**src/design/shelf_atlas_packer_defines.svh**
```systemverilog
// Assertion macros shared by the shelf atlas packer RTL.
// Included by the files that carry concurrent checks; no other dependencies.
`ifndef SHELF_ATLAS_PACKER_DEFINES_SVH
`define SHELF_ATLAS_PACKER_DEFINES_SVH

`ifndef SYNTHESIS
// check a condition at every clock edge outside reset
`define SAP_ASSERT(label, clk, rst_n, expr) \
	label: assert property (@(posedge clk) disable iff (!rst_n) (expr)) \
		else $error("shelf atlas packer check failed");
// check that a cause is followed by an effect on the next edge
`define SAP_ASSERT_NEXT(label, clk, rst_n, cause, effect) \
	label: assert property (@(posedge clk) disable iff (!rst_n) (cause) |=> (effect)) \
		else $error("shelf atlas packer sequence check failed");
`else
`define SAP_ASSERT(label, clk, rst_n, expr)
`define SAP_ASSERT_NEXT(label, clk, rst_n, cause, effect)
`endif

`endif

```
**src/design/sap_pkg.sv**
```systemverilog
// Types and codes of the shelf atlas packer.
// Used by the page evaluation unit and the top level; no dependencies.
package sap_pkg;

	localparam logic [1:0] STATUS_PLACED  = 2'd0;
	localparam logic [1:0] STATUS_BAD     = 2'd1;
	localparam logic [1:0] STATUS_NO_PAGE = 2'd2;

	localparam logic [9:0]  CURSOR_MAX = 10'd1023;
	localparam logic [10:0] TOP_MAX    = 11'd2047;

	// per-page shelf state
	typedef struct packed {
		logic [9:0]  cursor_x;
		logic [10:0] top_y;
		logic [9:0]  row_height;
	} page_state_t;

	// item and spacing handed to the evaluation unit
	typedef struct packed {
		logic [9:0] width;
		logic [9:0] height;
		logic [3:0] spacing;
	} rect_req_t;

	// verdict for one page
	typedef struct packed {
		logic        fits;
		page_state_t next_state;
		logic [8:0]  pos_x;
		logic [8:0]  pos_y;
	} page_eval_t;

endpackage

```
**src/design/shelf_atlas_packer.sv**
```systemverilog
// Shelf first-fit rectangle packer over a set of fixed-size atlas pages.
// Command channel: drive rect_width/rect_height with start; the item is taken
// at an edge where start is high and busy is low. busy stays high while the
// open pages are scanned.
// Result channel: done is high for exactly one cycle with status, page_index,
// pos_x, pos_y and opened_page; the receiver must take it then.
// Timing: a zero or oversized rectangle is answered in the cycle after
// acceptance without raising busy. Otherwise the sequencer examines one open
// page per cycle in the shared evaluation unit, and a new page is opened in
// the ST_OPEN state, after the scan or at once when no page is open yet; at
// most MAX_PAGES pages are open, 16 at the default. done is high in the first
// cycle with busy low, and a new item may be accepted in that same cycle.
// Configuration: cfg_we writes cfg_wdata into the item spacing register;
// write only while idle.
// Reset: all pages are closed and item spacing returns to 1; no clearing
// pass is needed because page state is written when a page opens.
`include "shelf_atlas_packer_defines.svh"

module shelf_atlas_packer import sap_pkg::*; #(
	parameter int PAGE_WIDTH  = 512,
	parameter int PAGE_HEIGHT = 512,
	parameter int MAX_PAGES   = 16
) (
	input  logic       clk,
	input  logic       arst_n,
	input  logic       cfg_we,
	input  logic [3:0] cfg_wdata,
	input  logic       start,
	output logic       busy,
	input  logic [9:0] rect_width,
	input  logic [9:0] rect_height,
	output logic       done,
	output logic [1:0] status,
	output logic [3:0] page_index,
	output logic [8:0] pos_x,
	output logic [8:0] pos_y,
	output logic       opened_page
);

	localparam int PIDX_W = (MAX_PAGES > 1) ? $clog2(MAX_PAGES) : 1;
	localparam int CNT_W  = $clog2(MAX_PAGES + 1);

	typedef enum logic [1:0] {
		ST_IDLE,
		ST_SCAN,
		ST_OPEN
	} state_t;

	state_t            state_q;
	logic [3:0]        spacing_q;
	logic [CNT_W-1:0]  count_q;
	logic [PIDX_W-1:0] pidx_q;
	logic [9:0]        width_q;
	logic [9:0]        height_q;
	logic              done_q;
	logic [1:0]        status_q;
	logic [3:0]        page_q;
	logic [8:0]        pos_x_q;
	logic [8:0]        pos_y_q;
	logic              opened_q;
	page_state_t       pages_q [MAX_PAGES];

	logic              accept;
	logic              bad_rect;
	logic              last_page;
	logic              full;
	logic [12:0]       open_sum;
	page_state_t       open_state;
	rect_req_t         req;
	page_eval_t        eval;

	assign accept    = start && (state_q == ST_IDLE);
	assign bad_rect  = (rect_width == '0) || (rect_height == '0) ||
		(13'(rect_width) > 13'(PAGE_WIDTH)) || (13'(rect_height) > 13'(PAGE_HEIGHT));
	assign last_page = (CNT_W'(pidx_q) + CNT_W'(1)) == count_q;
	assign full      = count_q == CNT_W'(MAX_PAGES);
	assign busy      = state_q != ST_IDLE;

	assign req.width   = width_q;
	assign req.height  = height_q;
	assign req.spacing = spacing_q;

	assign open_sum              = 13'(width_q) + 13'(spacing_q);
	assign open_state.cursor_x   = (open_sum > 13'(CURSOR_MAX)) ? CURSOR_MAX : open_sum[9:0];
	assign open_state.top_y      = '0;
	assign open_state.row_height = height_q;

	sap_page_unit #(
		.PAGE_WIDTH  (PAGE_WIDTH),
		.PAGE_HEIGHT (PAGE_HEIGHT)
	) u_unit (
		.cur (pages_q[pidx_q]),
		.req (req),
		.res (eval)
	);

	always_ff @(posedge clk or negedge arst_n) begin
		if (!arst_n) begin
			state_q   <= ST_IDLE;
			spacing_q <= 4'd1;
			count_q   <= '0;
			pidx_q    <= '0;
			width_q   <= '0;
			height_q  <= '0;
			done_q    <= 1'b0;
			status_q  <= STATUS_PLACED;
			page_q    <= '0;
			pos_x_q   <= '0;
			pos_y_q   <= '0;
			opened_q  <= 1'b0;
		end else begin
			done_q <= 1'b0;
			if (cfg_we) begin
				spacing_q <= cfg_wdata;
			end
			case (state_q)
				ST_IDLE: begin
					if (accept) begin
						width_q  <= rect_width;
						height_q <= rect_height;
						pidx_q   <= '0;
						if (bad_rect) begin
							done_q   <= 1'b1;
							status_q <= STATUS_BAD;
							page_q   <= '0;
							pos_x_q  <= '0;
							pos_y_q  <= '0;
							opened_q <= 1'b0;
						end else if (count_q == '0) begin
							state_q <= ST_OPEN;
						end else begin
							state_q <= ST_SCAN;
						end
					end
				end
				ST_SCAN: begin
					if (eval.fits) begin
						state_q  <= ST_IDLE;
						done_q   <= 1'b1;
						status_q <= STATUS_PLACED;
						page_q   <= 4'(pidx_q);
						pos_x_q  <= eval.pos_x;
						pos_y_q  <= eval.pos_y;
						opened_q <= 1'b0;
					end else if (last_page) begin
						if (full) begin
							// drop the item; wraps made on the way stay
							state_q  <= ST_IDLE;
							done_q   <= 1'b1;
							status_q <= STATUS_NO_PAGE;
							page_q   <= '0;
							pos_x_q  <= '0;
							pos_y_q  <= '0;
							opened_q <= 1'b0;
						end else begin
							state_q <= ST_OPEN;
						end
					end else begin
						pidx_q <= pidx_q + PIDX_W'(1);
					end
				end
				ST_OPEN: begin
					state_q  <= ST_IDLE;
					count_q  <= count_q + CNT_W'(1);
					done_q   <= 1'b1;
					status_q <= STATUS_PLACED;
					page_q   <= 4'(count_q[PIDX_W-1:0]);
					pos_x_q  <= '0;
					pos_y_q  <= '0;
					opened_q <= 1'b1;
				end
				default: begin
					state_q <= ST_IDLE;
				end
			endcase
		end
	end

	// page state store, written back at the scanned page or the new page
	always_ff @(posedge clk) begin
		if (state_q == ST_SCAN) begin
			pages_q[pidx_q] <= eval.next_state;
		end else if (state_q == ST_OPEN) begin
			pages_q[count_q[PIDX_W-1:0]] <= open_state;
		end
	end

	assign done        = done_q;
	assign status      = status_q;
	assign page_index  = page_q;
	assign pos_x       = pos_x_q;
	assign pos_y       = pos_y_q;
	assign opened_page = opened_q;

	`SAP_ASSERT(a_count_range, clk, arst_n, count_q <= CNT_W'(MAX_PAGES))
	`SAP_ASSERT(a_fail_fields_zero, clk, arst_n, !(done_q && status_q != STATUS_PLACED) || (page_q == '0 && pos_x_q == '0 && pos_y_q == '0 && !opened_q))
	`SAP_ASSERT(a_open_is_newest, clk, arst_n, !(done_q && opened_q) || (5'(count_q) == 5'(page_q) + 5'd1))
	`SAP_ASSERT_NEXT(a_accept_answers, clk, arst_n, accept, busy || done_q)
	`SAP_ASSERT(a_scan_in_range, clk, arst_n, state_q != ST_SCAN || (CNT_W'(pidx_q) < count_q))

endmodule

```
**src/design/sap_page_unit.sv**
```systemverilog
// Shared evaluation unit: wraps a page's shelf if needed and tests vertical room.
// Depends on sap_pkg.
module sap_page_unit import sap_pkg::*; #(
	parameter int PAGE_WIDTH  = 512,
	parameter int PAGE_HEIGHT = 512
) (
	input  page_state_t cur,
	input  rect_req_t   req,
	output page_eval_t  res
);

	localparam logic [12:0] PW = 13'(PAGE_WIDTH);
	localparam logic [12:0] PH = 13'(PAGE_HEIGHT);

	logic        wrap;
	logic [12:0] top_sum;
	logic [10:0] top_w;
	logic [9:0]  cur_w;
	logic [9:0]  rh_w;
	logic [12:0] cur_sum;
	logic [9:0]  cur_next;

	always_comb begin
		wrap    = (13'(cur.cursor_x) + 13'(req.width)) > PW;
		top_sum = 13'(cur.top_y) + 13'(cur.row_height) + 13'(req.spacing);
		// start a new shelf below the current row
		if (wrap) begin
			top_w = (top_sum > 13'(TOP_MAX)) ? TOP_MAX : top_sum[10:0];
			cur_w = '0;
			rh_w  = '0;
		end else begin
			top_w = cur.top_y;
			cur_w = cur.cursor_x;
			rh_w  = cur.row_height;
		end
		cur_sum  = 13'(cur_w) + 13'(req.width) + 13'(req.spacing);
		cur_next = (cur_sum > 13'(CURSOR_MAX)) ? CURSOR_MAX : cur_sum[9:0];

		res.fits  = (13'(top_w) + 13'(req.height)) <= PH;
		res.pos_x = cur_w[8:0];
		res.pos_y = top_w[8:0];
		if (res.fits) begin
			res.next_state.cursor_x   = cur_next;
			res.next_state.top_y      = top_w;
			res.next_state.row_height = (req.height > rh_w) ? req.height : rh_w;
		end else begin
			res.next_state.cursor_x   = cur_w;
			res.next_state.top_y      = top_w;
			res.next_state.row_height = rh_w;
		end
	end

endmodule

```
**config.mk**
```make
export PLATFORM = sky130hd
export DESIGN_NAME = shelf_atlas_packer
export DESIGN_NICKNAME = d
export VERILOG_FILES = /design/src/design/sap_pkg.sv /design/src/design/shelf_atlas_packer.sv /design/src/design/sap_page_unit.sv
export VERILOG_INCLUDE_DIRS = /design/src /design/src/design
export SDC_FILE = /design/constraint.sdc
export NUM_CORES = 1
export LEC_CHECK = 0
export BUFFER_PORTS_ARGS = -buffer_cell sky130_fd_sc_hd__buf_4
export CORE_MARGIN = 2
export CORE_UTILIZATION = 45
export CTS_CLUSTER_DIAMETER = 80
export CTS_CLUSTER_SIZE = 12
export DETAILED_ROUTE_END_ITERATION = 16
export PLACE_DENSITY = 0.67
export SETUP_SLACK_MARGIN = 0.5
export SLEW_MARGIN = 5
export SYNTH_ARGS = -nofsm -noshare
export SYNTH_HDL_FRONTEND = slang
export SYNTH_HIERARCHICAL = 1
export SYNTH_SLANG_ARGS = --single-unit
```
**constraint.sdc**
```tcl
create_clock -name clk -period 19.8 [get_ports clk]
set_input_delay 0 -clock clk [delete_from_list [all_inputs] [get_ports clk]]
set_output_delay 0 -clock clk [all_outputs]
set_load 0.05 [all_outputs]
```
==> results of run 1 <==
[cell families after synthesis]
logic type / Yosys count / synth area share
xor gates and xnor gates: 34 / 0.0121
adders and majority gates: 85 / 0.0460
DFF: 557 / 0.651
AOI/OAI and AO/OA: 156 / 0.0433
buffers and inverters: 149 / 0.0259
muxes: 240 / 0.177
and+or+nand+nor: 222 / 0.0453
[metrics by stage]
step	utilization	area (µm²)	worst slack, ps
2_1_floorplan	-	25200	11740
3_3_place_gp	0.480	26600	10110
3_5_place_dp	0.480	26600	9950
4_1_cts	0.513	28300	9890
5_1_grt	0.513	28300	9170
6_report	0.513	28400	9850
[what timing repair did]
item	4_1_cts	5_1_grt
buffers inserted	0	0
setup endpoints to repair	0	0
hold buffers	30	0
endpoints found under the hold margin	87	0
[layer usage]
layer	vias to the layer above	track usage
li1	5900	-
met1	7180	0.303
met3	74	0.0405
met4	0	0.0460
met5	-	0
met2	475	0.334
[final cells by class]
cell class / count / share of cell area
multi-input cells: 737 / 0.293
well taps: 748 / 0.0330
clock buffers: 84 / 0.0512
inverters: 76 / 0.0101
repair buffers: 110 / 0.0318
diodes: 1 / 0.0000883
clock inverters: 3 / 0.00159
flip-flops and latches: 557 / 0.580
[synthesized netlist by cell type, types with 14 or more instances]
library cell and count:
mux4_2 155, clkbuf_1 35, nand2_1 44, xnor2_1 21, edfxtp_1 496, nor2_1 61
nor2b_1 28, o21ai_0 27, inv_1 76, mux2_2 36, dfrtp_1 60, ha_1 72
buf_2 15, nor3_1 14, mux2i_1 31, a21oi_1 34
[path summary, 6_finish.rpt]
| kind | slack, ps | endpoint | cells after the start |
|---|---|---|---|
| worst max-delay path | 9850 | page_index[0] | 27 |
| worst min-delay path | 20 | height_q[9] | 2 |
| worst max register to register | 9850 | page_index[0] | 27 |
| worst min register to register | 500 | opened_page | 1 |
| max in group asynchronous | 19160 | pidx_q[0] | 2 |
| min in group clk | 180 | height_q[0] | 3 |
[registers in the layout (all words and copies together), names as in the netlist]
| register | count |
|---|---|
| pidx_q | 4 |
| status | 2 |
| done | 1 |
| page_index | 4 |
| pages_q | 496 |
| height_q | 10 |
| state_q | 2 |
| pos_x | 9 |
| pos_y | 9 |
| count_q | 5 |
| opened_page | 1 |
| width_q | 10 |
| spacing_q | 4 |
[worst register-to-register path, delay by kind of cell (launching register included)]
family | cells | cell delay, ps
AOI/OAI and AO/OA | 12 | 2860
xor gates and xnor gates | 1 | 200
adders and majority gates | 4 | 1490
buffers and inverters | 3 | 1290
DFF | 1 | 1040
muxes | 3 | 1540
and+or+nand+nor | 4 | 1400
==> flow_summary.json, run 1 <==
{
  "grt_overflow_total": 0,
  "top_layer": "met4",
  "end_kind": "flop",
  "grt_max_degree": 62,
  "htreeDepth": 2,
  "critPathSlowestCell": "dfrtp_4",
  "drt-wirelength-per-cell_um": 25.6,
  "yosys_register_bits": 557,
  "die_area_um2": 58000,
  "clk_latency_ps": 610,
  "worstMarginPinSlew_ps": 1220,
  "placed_cells": 2198,
  "wirelength_met1_mm": 25.9,
  "fillerInstances": 4461,
  "clk_pin_slew_worst_paths_ps": 70,
  "wl_met2_mm": 27.9,
  "relSlewSlack": 0.178,
  "whs_ps": 21.4,
  "criticalPathCategory": "reg -> reg",
  "grt_pass1_wl_mm": 88.2,
  "maxCapViolations": 0,
  "die_h_um": 241,
  "cts_made_buffers": 52,
  "setup_violations": 0,
  "synth.net_count": 1556,
  "cp_top_family": "compound AO/OA/AOI/OAI gates",
  "io_pins": 55,
  "cts.path.max_buffers": 3,
  "initial_core_util": 0.456,
  "drtAntennaViolNets": 0,
  "core_area_um2": 55300,
  "grt_pass1_vias": 13700,
  "dpl.hpwl_mm": 35.1,
  "syn_inst": 1443,
  "final_cell_count_no_fill": 2316,
  "rsz0062_at_grt": "no",
  "multi_input_area_um2": 8300,
  "seq_area_um2": 16400,
  "clock_sinks": 557,
  "synth_flop_cell": "edfxtp_1",
  "cts-resized-gates": 0,
  "rows": 86,
  "layout_common_cells": "edfxtp_1 (496), mux4_2 (155), buf_4 (80), inv_1 (76), ha_1 (71)",
  "status": "finished, final reports clean",
  "path_buf_inv": 3,
  "portBuffers": 54,
  "viasPerCell": 5.88,
  "startpoint": "pidx_q[0]",
  "yosysTopAreaCell": "edfxtp_1",
  "drive_gt1_frac": 0.241,
  "crit_arrival_ps": 10440,
  "skew_ps": 23.3,
  "fp.dieW_um": 241,
  "yosysSeqAreaShare": 0.651,
  "finalSetupTns_ps": 0,
  "initialDrtViolationCount": 1342,
  "track_usage": 0.210,
  "area_delta_synth_final_pct": 12.4,
  "syn_area_per_cell_um2": 17.5,
  "vias": 13600,
  "antenna_found_initial": 0,
  "synth_edf_count": 496,
  "layout_commonest_cell": "edfxtp_1",
  "wirelength_mm": 59.4,
  "fmax_mhz": 101,
  "worstPathRequired_ps": 20290,
  "ys_async_sr_fraction": 0.110,
  "yosys-top-cells-area": "edfxtp_1 (59%), mux4_2 (14%), dfrtp_1 (6.0%)",
  "synth_cell_types": 82,
  "hold_violations": 0,
  "remaining_drc_errors": 0,
  "syn_area_um2": 25200,
  "slowest_delay_ps": 1040,
  "slew_viol_final": 0,
  "min_period_over_period": 0.503,
  "place.gp.congestion": 0.861,
  "worst_hold_path_type": "in -> async",
  "yosys_warnings": 6,
  "cp_max_fo": 50,
  "cts_tree": "yes",
  "r2r_start": "pidx_q[0]",
  "cts_root_buf": "clkbuf_16",
  "synth_top_area_share": 0.590,
  "fin_crit_ps": 9950,
  "nets": 1647,
  "worst_setup_path_start_kind": "flop",
  "drtPass1Iterations": 5,
  "wl_met3_mm": 4.46
}
Power of run 1 is left out: the tool's default activity adds up to more than one toggle a clock period on the data nets, which glitch-free logic cannot reach.
==> run 2, diff against run 1 <==
--- a/config.mk
+++ b/config.mk
@@ -12,7 +12,7 @@
 export CTS_CLUSTER_DIAMETER = 80
 export CTS_CLUSTER_SIZE = 12
 export DETAILED_ROUTE_END_ITERATION = 16
-export PLACE_DENSITY = 0.67
+export PLACE_DENSITY = 0.7
 export SETUP_SLACK_MARGIN = 0.5
 export SLEW_MARGIN = 5
 export SYNTH_ARGS = -nofsm -noshare
==> constraint.sdc (replaced) <==
create_clock -name clk -period 9.14 [get_ports clk]
set_input_delay 0 -clock clk [delete_from_list [all_inputs] [get_ports clk]]
set_output_delay 0 -clock clk [all_outputs]
set_load 0.05 [all_outputs]
==> flow_summary.json, run 2 (same netlist as run 1, synthesis figures left out) <==
{
  "r2r_start": "pidx_q[0]",
  "antenna_found_initial": 0,
  "track_usage": 0.213,
  "clock_sinks": 557,
  "clk_latency_ps": 610,
  "largest_register_ffs": 496,
  "relSlewSlack": 0.154,
  "grt_overflow_total": 0,
  "seq_area_um2": 16400,
  "rsz0062_at_grt": "no",
  "worstPathRequired_ps": 9380,
  "crit_arrival_ps": 8530,
  "cts_made_buffers": 52,
  "slew_viol_final": 0,
  "fmax_mhz": 121,
  "layout_commonest_cell": "edfxtp_1",
  "initialDrtViolationCount": 1492,
  "multi_input_area_um2": 8310,
  "worst_hold_path_type": "in -> async",
  "fin_crit_ps": 8290,
  "top_register": "pages_q",
  "drt-wirelength-per-cell_um": 25.6,
  "end_kind": "flop",
  "startpoint": "pidx_q[0]",
  "remaining_drc_errors": 0,
  "drtAntennaViolNets": 0,
  "critPathSlowestCell": "a2111oi_1",
  "fp.dieW_um": 241,
  "criticalPathCategory": "reg -> reg",
  "cts_root_buf": "clkbuf_16",
  "io_pins": 55,
  "min_period_over_period": 0.907,
  "drive_gt1_frac": 0.258,
  "reg.largest.list": "pages_q: 496 flops, height_q: 10 flops, width_q: 10 flops",
  "wirelength_mm": 60.4,
  "skew_ps": 24.6,
  "viasPerCell": 5.89,
  "clk_pin_slew_worst_paths_ps": 70,
  "die_h_um": 241,
  "cts_tree": "yes",
  "rows": 86,
  "status": "finished, final reports clean",
  "grt_pass1_wl_mm": 89.5,
  "core_area_um2": 55300,
  "hold_violations": 0,
  "drtPass1Iterations": 5,
  "finalSetupTns_ps": 0,
  "portBuffers": 54,
  "worstMarginPinSlew_ps": 1260,
  "dpl.hpwl_mm": 35.2,
  "maxCapViolations": 0,
  "area_delta_synth_final_pct": 14.2,
  "die_area_um2": 58000,
  "fillerInstances": 4405,
  "diodes": 0,
  "place.gp.congestion": 0.888,
  "initial_core_util": 0.456,
  "setup_violations": 0,
  "cp_max_fo": 16,
  "worst_setup_path_start_kind": "flop",
  "cts.path.max_buffers": 3,
  "htreeDepth": 2,
  "utilization": 0.521,
  "grt_max_degree": 62,
  "nets": 1685,
  "slowest_delay_ps": 550,
  "vias": 13900,
  "layout_common_cells": "edfxtp_1 (496), mux4_2 (155), buf_4 (108), inv_1 (76), ha_1 (71)",
  "grt_pass1_vias": 14100
}
run 2: changes by cell type in the layout (fill, tap and decap cells not counted), moves of 2 or more:
cell,before,now
buf_4,80,108
clkbuf_1,29,42
buf_12,0,8
clkbuf_8,3,0
clkbuf_16,52,54
run 2: worst paths after layout:
| path | slack, ps | cells past startpoint | end |
|---|---|---|---|
| min in group clk | 200 | 3 | height_q[1] |
| hold / removal | 60 | 2 | state_q[1] |
| setup / recovery | 850 | 25 | pages_q[10][24] |
| hold reg to reg | 510 | 1 | opened_page |
| setup reg to reg | 850 | 25 | pages_q[10][24] |
| max in group asynchronous | 8470 | 2 | pidx_q[1] |
run 2: timing repair:
item                                    in CTS  in global routing
endpoints found under the setup margin     175                185
pin swaps                                    0                  1
hold endpoints to repair                    87                  0
gates resized for setup                      1                  4
hold buffers                                30                  0
setup buffers                                1                 13
run 2: layout make-up:
cell class,count,area share
Timing Repair Buffer,148,0.0455
Tap cell,748,0.0325
Clock inverter,2,0.000782
Inverter,76,0.00990
Multi-Input combinational cell,737,0.289
Clock buffer,96,0.0524
Sequential cell,557,0.570
run 2: critical path: cells and delay by family (launching register included):
kind / cells / cell delay, ps
AOI/OAI and AO/OA: 11 / 3240
adders and majority gates: 4 / 1520
buffers and inverters: 5 / 750
DFF: 1 / 410
muxes: 3 / 1290
and+or+nand+nor: 2 / 680
run 2: routing by layer:
metal	global-route usage	vias up	part of all wire
li1	-	5980	-
met5	0	-	0
met4	0.0640	0	0.024
met1	0.299	7231	0.41
met2	0.338	616	0.47
met3	0.0427	91	0.089
run 2: per-stage QoR:
stage          instances  instance area (µm²)  setup WS (ps)  hold slack (ps)
5_1_grt             2364                28800            482              147
3_3_place_gp        2222                26800            335              164
4_1_cts             2351                28700            500             58.4
3_5_place_dp        2222                26800            360              164
2_1_floorplan       1443                25200           1080             -296
6_report            2364                28800            848             55.3
Power of run 2 is left out for the same reason.
